<file path="src/hdl/amf3_pkg.sv">
// shared types and constants for the amf3 number encoder
`timescale 1ns / 1ps
`default_nettype none
package amf3_pkg;
  localparam logic [7:0] INT_MARKER = 8'h04;
  localparam logic [7:0] DBL_MARKER = 8'h05;
  localparam int QueueDepth = 2;
  localparam int MaxBytes = 9;

  // classified item: byte sequence up to nine bytes, msb byte first
  typedef struct packed {
    logic [71:0] bytes;
    logic [3:0]  count;
  } amf3_item_t;
endpackage
`default_nettype wire

</file>
<file path="src/hdl/amf3_front.sv">
// front end: classifies a double and builds its byte sequence
`timescale 1ns / 1ps
`default_nettype none
module amf3_front (
  input  wire logic                 clk,
  input  wire logic                 rst,
  input  wire logic                 in_valid,
  input  wire logic [63:0]          double_bits,
  output amf3_pkg::amf3_item_t      item,
  output logic                      item_valid
);
  import amf3_pkg::*;

  logic        sgn;
  logic [10:0] ex;
  logic [51:0] man;
  logic [10:0] u;
  logic [52:0] frac_mask;
  logic [52:0] mag;
  logic [28:0] v;
  logic        is_int;
  amf3_item_t  built;

  always_comb begin
    sgn = double_bits[63];
    ex = double_bits[62:52];
    man = double_bits[51:0];
    u = ex - 11'd1023;
    is_int = 1'b0;
    v = '0;
    frac_mask = '0;
    mag = '0;
    if (ex == 11'd0) begin
      is_int = (man == 52'd0);
    end else if (ex != 11'h7ff && ex >= 11'd1023 && u <= 11'd28) begin
      if (u == 11'd28) begin
        is_int = sgn && (man == 52'd0);
        v = 29'h1000_0000;
      end else begin
        frac_mask = (53'd1 << (6'd52 - u[5:0])) - 53'd1;
        is_int = ((({1'b0, man}) & frac_mask) == 53'd0);
        mag = {1'b1, man} >> (6'd52 - u[5:0]);
        v = sgn ? (29'd0 - mag[28:0]) : mag[28:0];
      end
    end
    built.bytes = '0;
    if (!is_int) begin
      built.bytes = {DBL_MARKER, double_bits};
      built.count = 4'(MaxBytes);
    end else if (v < 29'h80) begin
      built.bytes[71:56] = {INT_MARKER, 1'b0, v[6:0]};
      built.count = 4'd2;
    end else if (v < 29'h4000) begin
      built.bytes[71:48] = {INT_MARKER, 1'b1, v[13:7], 1'b0, v[6:0]};
      built.count = 4'd3;
    end else if (v < 29'h20_0000) begin
      built.bytes[71:40] = {INT_MARKER, 1'b1, v[20:14], 1'b1, v[13:7], 1'b0, v[6:0]};
      built.count = 4'd4;
    end else begin
      built.bytes[71:32] = {INT_MARKER, 1'b1, v[28:22], 1'b1, v[21:15], 1'b1, v[14:8],
                            v[7:0]};
      built.count = 4'd5;
    end
  end

  always_ff @(posedge clk) begin
    if (rst) begin
      item_valid <= 1'b0;
    end else begin
      item_valid <= in_valid;
    end
    if (in_valid) begin
      item <= built;
    end
  end
endmodule
`default_nettype wire

</file>
<file path="src/hdl/amf3_back.sv">
// back end: queue of classified items and byte serializer
`timescale 1ns / 1ps
`default_nettype none
module amf3_back #(
  parameter int Depth = amf3_pkg::QueueDepth
) (
  input  wire logic                 clk,
  input  wire logic                 rst,
  input  amf3_pkg::amf3_item_t      item,
  input  wire logic                 item_valid,
  output logic [$clog2(Depth+1)-1:0] fill,
  output logic [7:0]                out_byte,
  output logic                      last_byte,
  output logic                      out_strobe
);
  import amf3_pkg::*;

  localparam int AW = (Depth > 1) ? $clog2(Depth) : 1;

  amf3_item_t    mem [Depth];
  logic [AW-1:0] wr_ptr, rd_ptr;
  logic          active;
  logic [71:0]   shreg;
  logic [3:0]    left;
  logic          pop;

  assign pop = !active || (left == 4'd1);
  wire take = pop && (fill != '0);

  always_ff @(posedge clk) begin
    if (item_valid) begin
      mem[wr_ptr] <= item;
    end
    if (rst) begin
      wr_ptr <= '0;
      rd_ptr <= '0;
      fill <= '0;
      active <= 1'b0;
      out_strobe <= 1'b0;
    end else begin
      if (item_valid) begin
        wr_ptr <= (wr_ptr == AW'(Depth - 1)) ? '0 : wr_ptr + 1'b1;
      end
      if (take) begin
        rd_ptr <= (rd_ptr == AW'(Depth - 1)) ? '0 : rd_ptr + 1'b1;
      end
      fill <= fill + (item_valid ? 1'b1 : 1'b0) - (take ? 1'b1 : 1'b0);
      out_strobe <= active;
      if (take) begin
        active <= 1'b1;
        shreg <= mem[rd_ptr].bytes;
        left <= mem[rd_ptr].count;
      end else if (active) begin
        if (left == 4'd1) begin
          active <= 1'b0;
        end
        shreg <= shreg << 8;
        left <= left - 4'd1;
      end
    end
    out_byte <= shreg[71:64];
    last_byte <= (left == 4'd1);
  end

  a_fill_bound: assert property (@(posedge clk) disable iff (rst) fill <= Depth)
    else $error("queue overflow");
  a_no_push_full: assert property (@(posedge clk) disable iff (rst)
    item_valid |-> (fill < Depth || take))
    else $error("push into full queue");
  a_left_nonzero: assert property (@(posedge clk) disable iff (rst)
    active |-> left != 4'd0)
    else $error("active with no bytes");
endmodule
`default_nettype wire

</file>
<file path="src/hdl/amf3_number_encoder_top.sv">
// top level of the amf3 number encoder
// path: front register, queue, shift register, output register; one byte per cycle
// each number is 2 to 9 bytes, sent by the one-byte-per-cycle serializer
// busy rises while the two-entry queue can hold no further item
// synchronous active-high reset empties the queue and the serializer
`timescale 1ns / 1ps
`default_nettype none
module amf3_number_encoder_top #(
  parameter int Depth = amf3_pkg::QueueDepth
) (
  input  wire logic        clk,
  input  wire logic        rst,
  input  wire logic        start,
  output logic             busy,
  input  wire logic [63:0] double_bits,
  output logic [7:0]       out_byte,
  output logic             last_byte,
  output logic             strobe
);
  import amf3_pkg::*;

  amf3_item_t                 item;
  logic                       item_valid;
  logic [$clog2(Depth+1)-1:0] fill;
  logic                       accept;

  // one item may still be in the front register, so leave a slot for it
  assign busy = (fill + (item_valid ? 1'b1 : 1'b0)) >= Depth;
  assign accept = start && !busy;

  amf3_front u_front (
    .clk(clk), .rst(rst), .in_valid(accept), .double_bits(double_bits),
    .item(item), .item_valid(item_valid)
  );

  amf3_back #(.Depth(Depth)) u_back (
    .clk(clk), .rst(rst), .item(item), .item_valid(item_valid), .fill(fill),
    .out_byte(out_byte), .last_byte(last_byte), .out_strobe(strobe)
  );
endmodule
`default_nettype wire
</file>
<file path="config.mk">
export PLATFORM = sky130hd
export DESIGN_NAME = amf3_number_encoder_top
export DESIGN_NICKNAME = d
export VERILOG_FILES = /design/src/hdl/amf3_pkg.sv /design/src/hdl/amf3_front.sv /design/src/hdl/amf3_back.sv /design/src/hdl/amf3_number_encoder_top.sv
export SDC_FILE = /design/constraint.sdc
export NUM_CORES = 1
export LEC_CHECK = 0
export BUFFER_PORTS_ARGS = -buffer_cell sky130_fd_sc_hd__buf_2
export CAP_MARGIN = 25
export CORE_MARGIN = 4
export CORE_UTILIZATION = 65
export CTS_BUF_LIST = sky130_fd_sc_hd__clkbuf_4 sky130_fd_sc_hd__clkbuf_8
export DETAILED_ROUTE_END_ITERATION = 12
export PLACE_DENSITY = 0.83
export REMOVE_ABC_BUFFERS = 1
export SYNTH_ARGS = -nofsm -noshare
export SYNTH_HDL_FRONTEND = slang
export SYNTH_SLANG_ARGS = --single-unit
</file>
<file path="constraint.sdc">
create_clock -name clk -period 9.9 [get_ports clk]
set_input_delay 1.98 -clock clk [delete_from_list [all_inputs] [get_ports clk]]
set_output_delay 1.98 -clock clk [all_outputs]
set_load 0.05 [all_outputs]
</file>
==> run_results.csv, run 1 <==
group,metric,value,unit
pwr,power_frac_seq,0.454,
place,portBuffers,77,
logic_synthesis,syn-cell-area,17930,sq um
logic_synthesis,ys_async_sr_fraction,0,
timing,worstMarginPinSlew,1.047,ns
logic_synthesis,synth_cell_types,92,
final_layout,syn_to_final_growth,7.684,%
route,drt-total-wl,57.80,mm
pwr,irDropWorstVdd,169.2,uV
flow_run,cap_violations,0,
floorplanning,core,27030,sq um
clock_tree,clock_path_buffers,3,
run_status,status,"complete, no violations",
logic_synthesis,synth_compound_area_frac,0.1483,
min_path,hp-start,"u_back.shreg[70]",
route,wl_per_cell,27.92,um
pwr,power_density,205.7,nW/um^2
worst_setup_path,ff2ff_path_depth,12,
final_layout,regArea,8752,sq um
clock_tree,cts-htree-levels,2,
clock_tree,cts_resized,0,
floorplanning,row_count,60,
floorplanning,die_w,174.1,um
clock_tree,cts_hold_buf,0,
global_route,grt_pass1_wl,87.29,mm
route,vias,15040,
floorplanning,die_height,174.1,um
min_path,holdPathStages,0,
worst_setup_path,worstReg2RegStart,"u_back.left[0]",
pwr,switching_power,1.402,mW
min_path,hold_end,"u_back.out_byte[6]",
timing,period_minus_slack,8.429,ns
clock_tree,cts-root-buf,"clkbuf_8",
logic_synthesis,synth_top_family_by_area,"simple AND/OR/NAND/NOR gates",
global_route,grt_usage,0.3733,
logic_synthesis,synth_simple_gate_area_frac,0.1547,
worst_setup_path,critPathLaunchType,"input pin",
pwr,totalPowerFinal,3.972,mW
pwr,intPower,2.569,mW
global_route,grt-ovfl-total,0,
final_layout,drive_above_1_share,0.1679,
final_layout,final.fill_count,1852,
place,hpwl,39.90,mm
timing,finalSetupViolCount,0,
logic_synthesis,avgSynthCellArea,10.77,sq um
final_layout,layout.nets,1776,
logic_synthesis,yosys_warnings,0,
route,drt_first_pass_iters,8,
logic_synthesis,syn_inst,1664,
worst_setup_path,worstSetupPathType,"in2reg",
min_path,hold_class,"reg2reg",
pwr,p_comb_frac,0.327,
timing,fmax,0.1186,GHz
timing,drv_slew,0,
logic_synthesis,ys.flop_type,"edfxtp_1",
final_layout,finalInstanceArea,19300,sq um
logic_synthesis,synth-adder-area-share,0.008375,
pwr,clock_power_share,0.218,
timing,skew,0.02609,ns
worst_setup_path,required,10.15,ns
timing,period_share,0.8514,
timing,rsz0062_at_grt,"no",
worst_setup_path,crit_fanout,36,
clock_tree,numClockSinks,297,
clock_tree,path_clk_slew,0.06,ns
clock_tree,cts_buffers,40,
timing,relSlewSlack,0.3020,
logic_synthesis,synth_xor_area_frac,0.02443,
worst_setup_path,regToRegEndpoint,"u_back.fill[1]",
route,routed_via_density,7.266,
logic_synthesis,synth_mux_area_frac,0.1406,
floorplanning,io_pins,78,
global_route,grt_pass1_vias,14630,
clock_tree,cts_setup_buffers,0,
place,dpl_cell_area,18550,sq um
worst_setup_path,reg2reg_slack,6.66,ns
pwr,p_sw_frac,0.3531,
worst_setup_path,crit_arrival,8.68,ns
floorplanning,dieArea,30300,sq um
logic_synthesis,yosysSeqAreaShare,0.4880,
global_route,grt_max_degree,77,
pwr,p_leak,6.792,nW
worst_setup_path,end_kind,"register",
clock_tree,clk_latency,0.53,ns
global_route,antenna_found_initial,2,
route,drt_iter0_drc,2015,
route,drtAntennaViolNets,0,
clock_tree,cts_tree,"built",
place,gp_congestion,1.088,
route,remaining_drc_errors,0,
final_layout,multi_input_area,8602,sq um
timing,hold_viol,0,
floorplanning,initial_core_util,0.6633,
logic_synthesis,ys_ff_latch,297,
logic_synthesis,synth_edf_count,280,
[through the flow]
| step | cells | hold WS (ns) | utilization | setup WS (ns) | setup TNS (ns) |
|---|---|---|---|---|---|
| final | 2070 | 0.3416 | 0.7143 | 1.471 | 0 |
| after floorplan | 1540 | 0.3233 | - | -0.9330 | -25.94 |
| after CTS | 2068 | 0.3432 | 0.7141 | 1.594 | 0 |
| after global routing | 2068 | 0.3587 | 0.7141 | 1.109 | 0 |
| after detailed placement | 1996 | 0.3287 | 0.6865 | 1.043 | 0 |
| after global placement | 1996 | 0.3257 | 0.6865 | 1.148 | 0 |
[power by group through the flow]
stage | clock network, mW | logic [mW] | registers [mW]
2_1_floorplan | 0 | 0.834 | 1.86
3_3_place_gp | 0 | 1.22 | 1.81
3_5_place_dp | 0 | 1.26 | 1.82
4_1_cts | 0.877 | 1.27 | 1.80
5_1_grt | 0.939 | 1.39 | 1.82
6_report | 0.867 | 1.30 | 1.80
[registers in the layout, indices dropped and copies added, names as in the netlist, named ones only]
| name | flops |
|---|---|
| u_back.rd_ptr | 1 |
| u_back.wr_ptr | 1 |
| u_back.left | 4 |
| u_back.shreg | 72 |
| u_back.out_strobe | 1 |
| u_front.item_valid | 1 |
| u_back.last_byte | 1 |
| u_front.item | 68 |
| u_back.out_byte | 8 |
| u_back.mem | 136 |
| u_back.fill | 2 |
| u_back.active | 1 |
[Yosys cell counts (19+ instances only)]
master / count / area share
mux2i_1: 95 / 0.053
nor2b_1: 19 / 0.0066
mux4_2: 62 / 0.078
buf_2: 24 / 0.0067
nand3_1: 36 / 0.010
a21oi_1: 126 / 0.035
nor3_1: 36 / 0.010
and2_1: 40 / 0.014
inv_1: 24 / 0.0050
clkbuf_1: 84 / 0.018
nand2_1: 134 / 0.028
o211ai_1: 26 / 0.011
o21ai_0: 60 / 0.017
o31ai_1: 21 / 0.0088
nor2_1: 206 / 0.043
edfxtp_1: 280 / 0.47
xnor2_1: 32 / 0.016
o21ai_1: 20 / 0.0056
[worst max-delay path: stages]
cell      delay [ns]
buf_2           0.23
inv_1           0.14
ha_4            0.67
nand2b_1        0.28
a21oi_2         0.10
or4_4           0.61
nand2_4         0.45
mux4_1          0.36
mux2_2          0.29
a22o_1          0.30
or4_4           0.58
or4_1           0.66
o41ai_2         0.36
xor2_1          0.24
a41oi_1         0.21
nor4b_4         0.42
nand3_1         0.34
nand2b_1        0.32
o21ai_1         0.13
[worst max path at each step]
stage / from / endpoint / cells after the start
6_report: double_bits[53] / u_front.item[52] / 19
5_1_grt: double_bits[53] / u_front.item[52] / 20
4_1_cts: double_bits[53] / u_front.item[52] / 19
3_5_place_dp: double_bits[53] / u_front.item[52] / 19
3_3_place_gp: double_bits[53] / u_front.item[61] / 23
2_1_floorplan: double_bits[52] / u_front.item[67] / 18
[cells in the final DEF (no fill, tap or decap), types with 16 or more instances in the layout]
cell type / count
edfxtp_1: 280
nor2_1: 205
nand2_1: 134
a21oi_1: 125
mux2i_1: 95
buf_2: 77
mux4_2: 62
o21ai_0: 59
clkbuf_8: 40
and2_1: 38
buf_4: 38
nand3_1: 36
nor3_1: 34
xnor2_1: 31
o211ai_1: 26
inv_1: 23
o31ai_1: 21
o21ai_1: 21
xor2_1: 18
nor2b_1: 18
nor4_1: 17
o22ai_1: 17
dfxtp_1: 16
[cell type report]
cell class / instances / area share
Sequential cell: 297 / 0.4534
Multi-Input combinational cell: 1216 / 0.4456
Timing Repair Buffer: 115 / 0.03474
Clock buffer: 53 / 0.03357
Tap cell: 341 / 0.02210
Inverter: 27 / 0.005315
Clock inverter: 19 / 0.005055
Antenna cell: 2 / 0.0002593
[cells by family (layout without fill, tap and decap cells)]
group / count (synthesis) / count (layout)
and+or+nand+nor: 577 / 577
AOI/OAI and AO/OA: 406 / 406
DFF: 297 / 297
muxes: 171 / 171
buffers and inverters: 151 / 214
xor gates and xnor gates: 50 / 50
adders and majority gates: 12 / 12
other: 0 / 2
[per-layer routing]
| metal | share of wire | global-route usage | vias up | wire [um] |
|---|---|---|---|---|
| met3 | 0.12 | 0.08482 | 303 | 6804 |
| met2 | 0.46 | 0.6051 | 1170 | 26580 |
| met4 | 0.062 | 0.1834 | 0 | 3602 |
| met1 | 0.36 | 0.4783 | 7151 | 20820 |
| met5 | 0 | 0 | - | 0 |
| li1 | - | - | 6417 | - |
Note: power is estimated with default switching activity, not from simulation.
==> inputs of run 2 (changes only) <==
- ABC_AREA: unset -> 1
- CORE_UTILIZATION: 65 -> 35
- PLACE_DENSITY: 0.83 -> unset
- REMOVE_ABC_BUFFERS: 1 -> unset
==> run 2 against run 1 <==
- utilization decreased by 33 points
- clock skew decreased by 0.0082 ns
- global-route usage decreased by 15 points
- largest cell class is now multi-input gates
- sequential share of layout area decreased by 4.0 points
- largest power group unchanged
- sequential power about the same
- via count increased by 22%
- combinational power increased by 18%
- non-clock buffer count decreased by 21
==> run_results.csv, run 2 <==
group,metric,value,unit
logic_synthesis,synth_nets,2766,
route,vias,18290,
worst_setup_path,crit_slowest_cell,"ha_1",
logic_synthesis,avgSynthCellArea,7.303,sq um
worst_setup_path,crit_arrival,7.65,ns
logic_synthesis,syn_inst,2687,
worst_setup_path,crit_end,"u_front.item[67]",
pwr,p_leak,9.856,nW
route,remaining_drc_errors,0,
floorplanning,core,55310,sq um
final_layout,fin_util,0.3830,
timing,drv_slew,0,
logic_synthesis,ys.flop_type,"edfxtp_1",
worst_setup_path,ff2ff_path_depth,8,
global_route,grt-ovfl-total,0,
worst_setup_path,path_buf_inv,7,
final_layout,largest_register,"u_back.mem",
pwr,irDropWorstVdd,201.6,uV
clock_tree,path_clk_slew,0.07,ns
worst_setup_path,path_delay_family,"simple AND/OR/NAND/NOR gates",
final_layout,drive_above_1_share,0.09846,
logic_synthesis,synth_edf_count,280,
final_layout,reg_top3,"u_back.mem: 136 flops, u_back.shreg: 72 flops, u_front.item: 68 flops",
timing,period_minus_slack,7.370,ns
route,routed_via_density,5.255,
timing,worstMarginPinSlew,0.9650,ns
worst_setup_path,reg2reg_slack,7.12,ns
clock_tree,clock_path_buffers,3,
route,drt_first_pass_iters,6,
clock_tree,cts_buffers,40,
timing,fin_tns_setup,0,ns
timing,relSlewSlack,0.3567,
worst_setup_path,required,10.18,ns
worst_setup_path,cp.depth,31,
logic_synthesis,ys_ff_latch,297,
route,wl_per_cell,19.62,um
worst_setup_path,crit_path_frequent_cell,"nand2_1",
clock_tree,numClockSinks,297,
place,dpl_cell_area,20370,sq um
logic_synthesis,yosysSeqAreaShare,0.4458,
min_path,hp-start,"u_back.shreg[68]",
worst_setup_path,crit_start,"double_bits[53]",
place,gp_congestion,0.9929,
logic_synthesis,synth_cell_types,45,
final_layout,layout.nets,2780,
route,drtAntennaViolNets,0,
global_route,grt_max_degree,79,
clock_tree,cts_resized,0,
route,drt_iter0_drc,1983,
global_route,grt_pass1_vias,16920,
floorplanning,die_w,244.8,um
worst_setup_path,crit_fanout,61,
worst_setup_path,worstReg2RegStart,"u_back.left[1]",
clock_tree,cts-htree-levels,2,
run_status,status,"complete, no violations",
logic_synthesis,yosys.area.top_type,"edfxtp_1",
timing,rsz0062_at_grt,"no",
logic_synthesis,ys_async_sr_fraction,0,
floorplanning,row_count,86,
floorplanning,io_pins,78,
floorplanning,die_height,244.8,um
clock_tree,cts-root-buf,"clkbuf_8",
timing,fmax,0.1357,GHz
final_layout,layout_common_cells,"1007 x nand2_1, 368 x nand3_1, 293 x nor2_1",
clock_tree,cts_setup_buffers,0,
clock_tree,cts_tree,"built",
flow_run,cap_violations,0,
timing,period_share,0.7445,
global_route,grt_pass1_wl,102.9,mm
final_layout,final_common_cell,"nand2_1",
timing,finalSetupViolCount,0,
logic_synthesis,yosys_warnings,0,
timing,hold_viol,0,
floorplanning,initial_core_util,0.3548,
min_path,hold_class,"reg2reg",
pwr,totalPowerFinal,4.252,mW
worst_setup_path,crit_path_max_incr_delay,0.52,ns
logic_synthesis,synth.top_cell.area_share,0.4285,
timing,skew,0.01785,ns
final_layout,syn_to_final_growth,7.951,%
logic_synthesis,syn-cell-area,19620,sq um
logic_synthesis,synthTopCellsByArea,"edfxtp_1 43%, nand2_1 19%, nand3_1 9.4%",
clock_tree,cts_hold_buf,0,
worst_setup_path,regToRegEndpoint,"u_back.shreg[43]",
final_layout,largest_reg_flops,136,
clock_tree,clk_latency,0.54,ns
worst_setup_path,end_kind,"register",
route,drt-total-wl,68.29,mm
global_route,antenna_found_initial,3,
logic_synthesis,yosys.cell_count.top_type,"nand2_1",
place,portBuffers,77,
logic_synthesis,ys_top_cells_by_count,"1007 x nand2_1, 368 x nand3_1, 295 x nor2_1",
floorplanning,dieArea,59920,sq um
pwr,power_density,200.7,nW/um^2
timing,holdWs,0.3387,ns
final_layout,finalInstanceArea,21180,sq um
place,hpwl,51.72,mm
worst_setup_path,critPathLaunchType,"input pin",
worst_setup_path,worstSetupPathType,"in2reg",
global_route,grt_usage,0.2204,
## run 2: final cells by class
cell class              instances  area [sq um]
clock inverters                16         101.3
repair buffers                 94         535.5
diodes                          1         2.502
inverters                     220         825.8
fillers                      5911         34130
flip-flops and latches        297          8750
clock buffers                  57         684.4
multi-input cells            2048          9348
well taps                     748         935.9
## run 2: routing by layer
metal / vias to the layer above / routed length, um / track usage
li1: 8874 / - / -
met1: 8561 / 30150 / 0.3032
met2: 713 / 31440 / 0.3639
met3: 140 / 4162 / 0.02207
met4: 4 / 2502 / 0.07719
met5: - / 27 / 0
## run 2: cells by family (layout without fill, tap and decap cells)
logic type | Yosys count | after routing | share of synthesized area
AO/OA/AOI/OAI | 172 | 172 | 0.04999
XOR/XNOR | 11 | 11 | 0.005866
adder cells (fa/ha/maj) | 12 | 12 | 0.007651
buffers and inverters | 342 | 387 | 0.07970
flip-flops | 297 | 297 | 0.4458
other | 0 | 1 | 0
AND/OR/NAND/NOR | 1853 | 1853 | 0.4110
## run 2: report_power, final
group,total [mW],internal [mW],switching (mW)
logic,1.53,0.408,1.12
clock network,0.903,0.474,0.429
registers,1.82,1.74,0.0772
## run 2: worst min path at each step
| stage | slack (ns) | to | depth (start not counted) |
|---|---|---|---|
| after floorplan | 0.32 | u_back.out_byte[0] | 0 |
| after global placement | 0.33 | u_back.out_byte[2] | 0 |
| after detailed placement | 0.33 | u_back.out_byte[2] | 0 |
| after CTS | 0.34 | u_back.out_byte[4] | 0 |
| after global routing | 0.35 | u_back.out_byte[0] | 0 |
| final | 0.34 | u_back.out_byte[4] | 0 |
## run 2: per-stage QoR
step / worst slack (ns) / instances
final: 2.530 / 3481
after global routing: 2.086 / 3481
after global placement: 2.121 / 3406
after detailed placement: 2.134 / 3406
after CTS: 2.709 / 3479
after floorplan: 3.506 / 2687
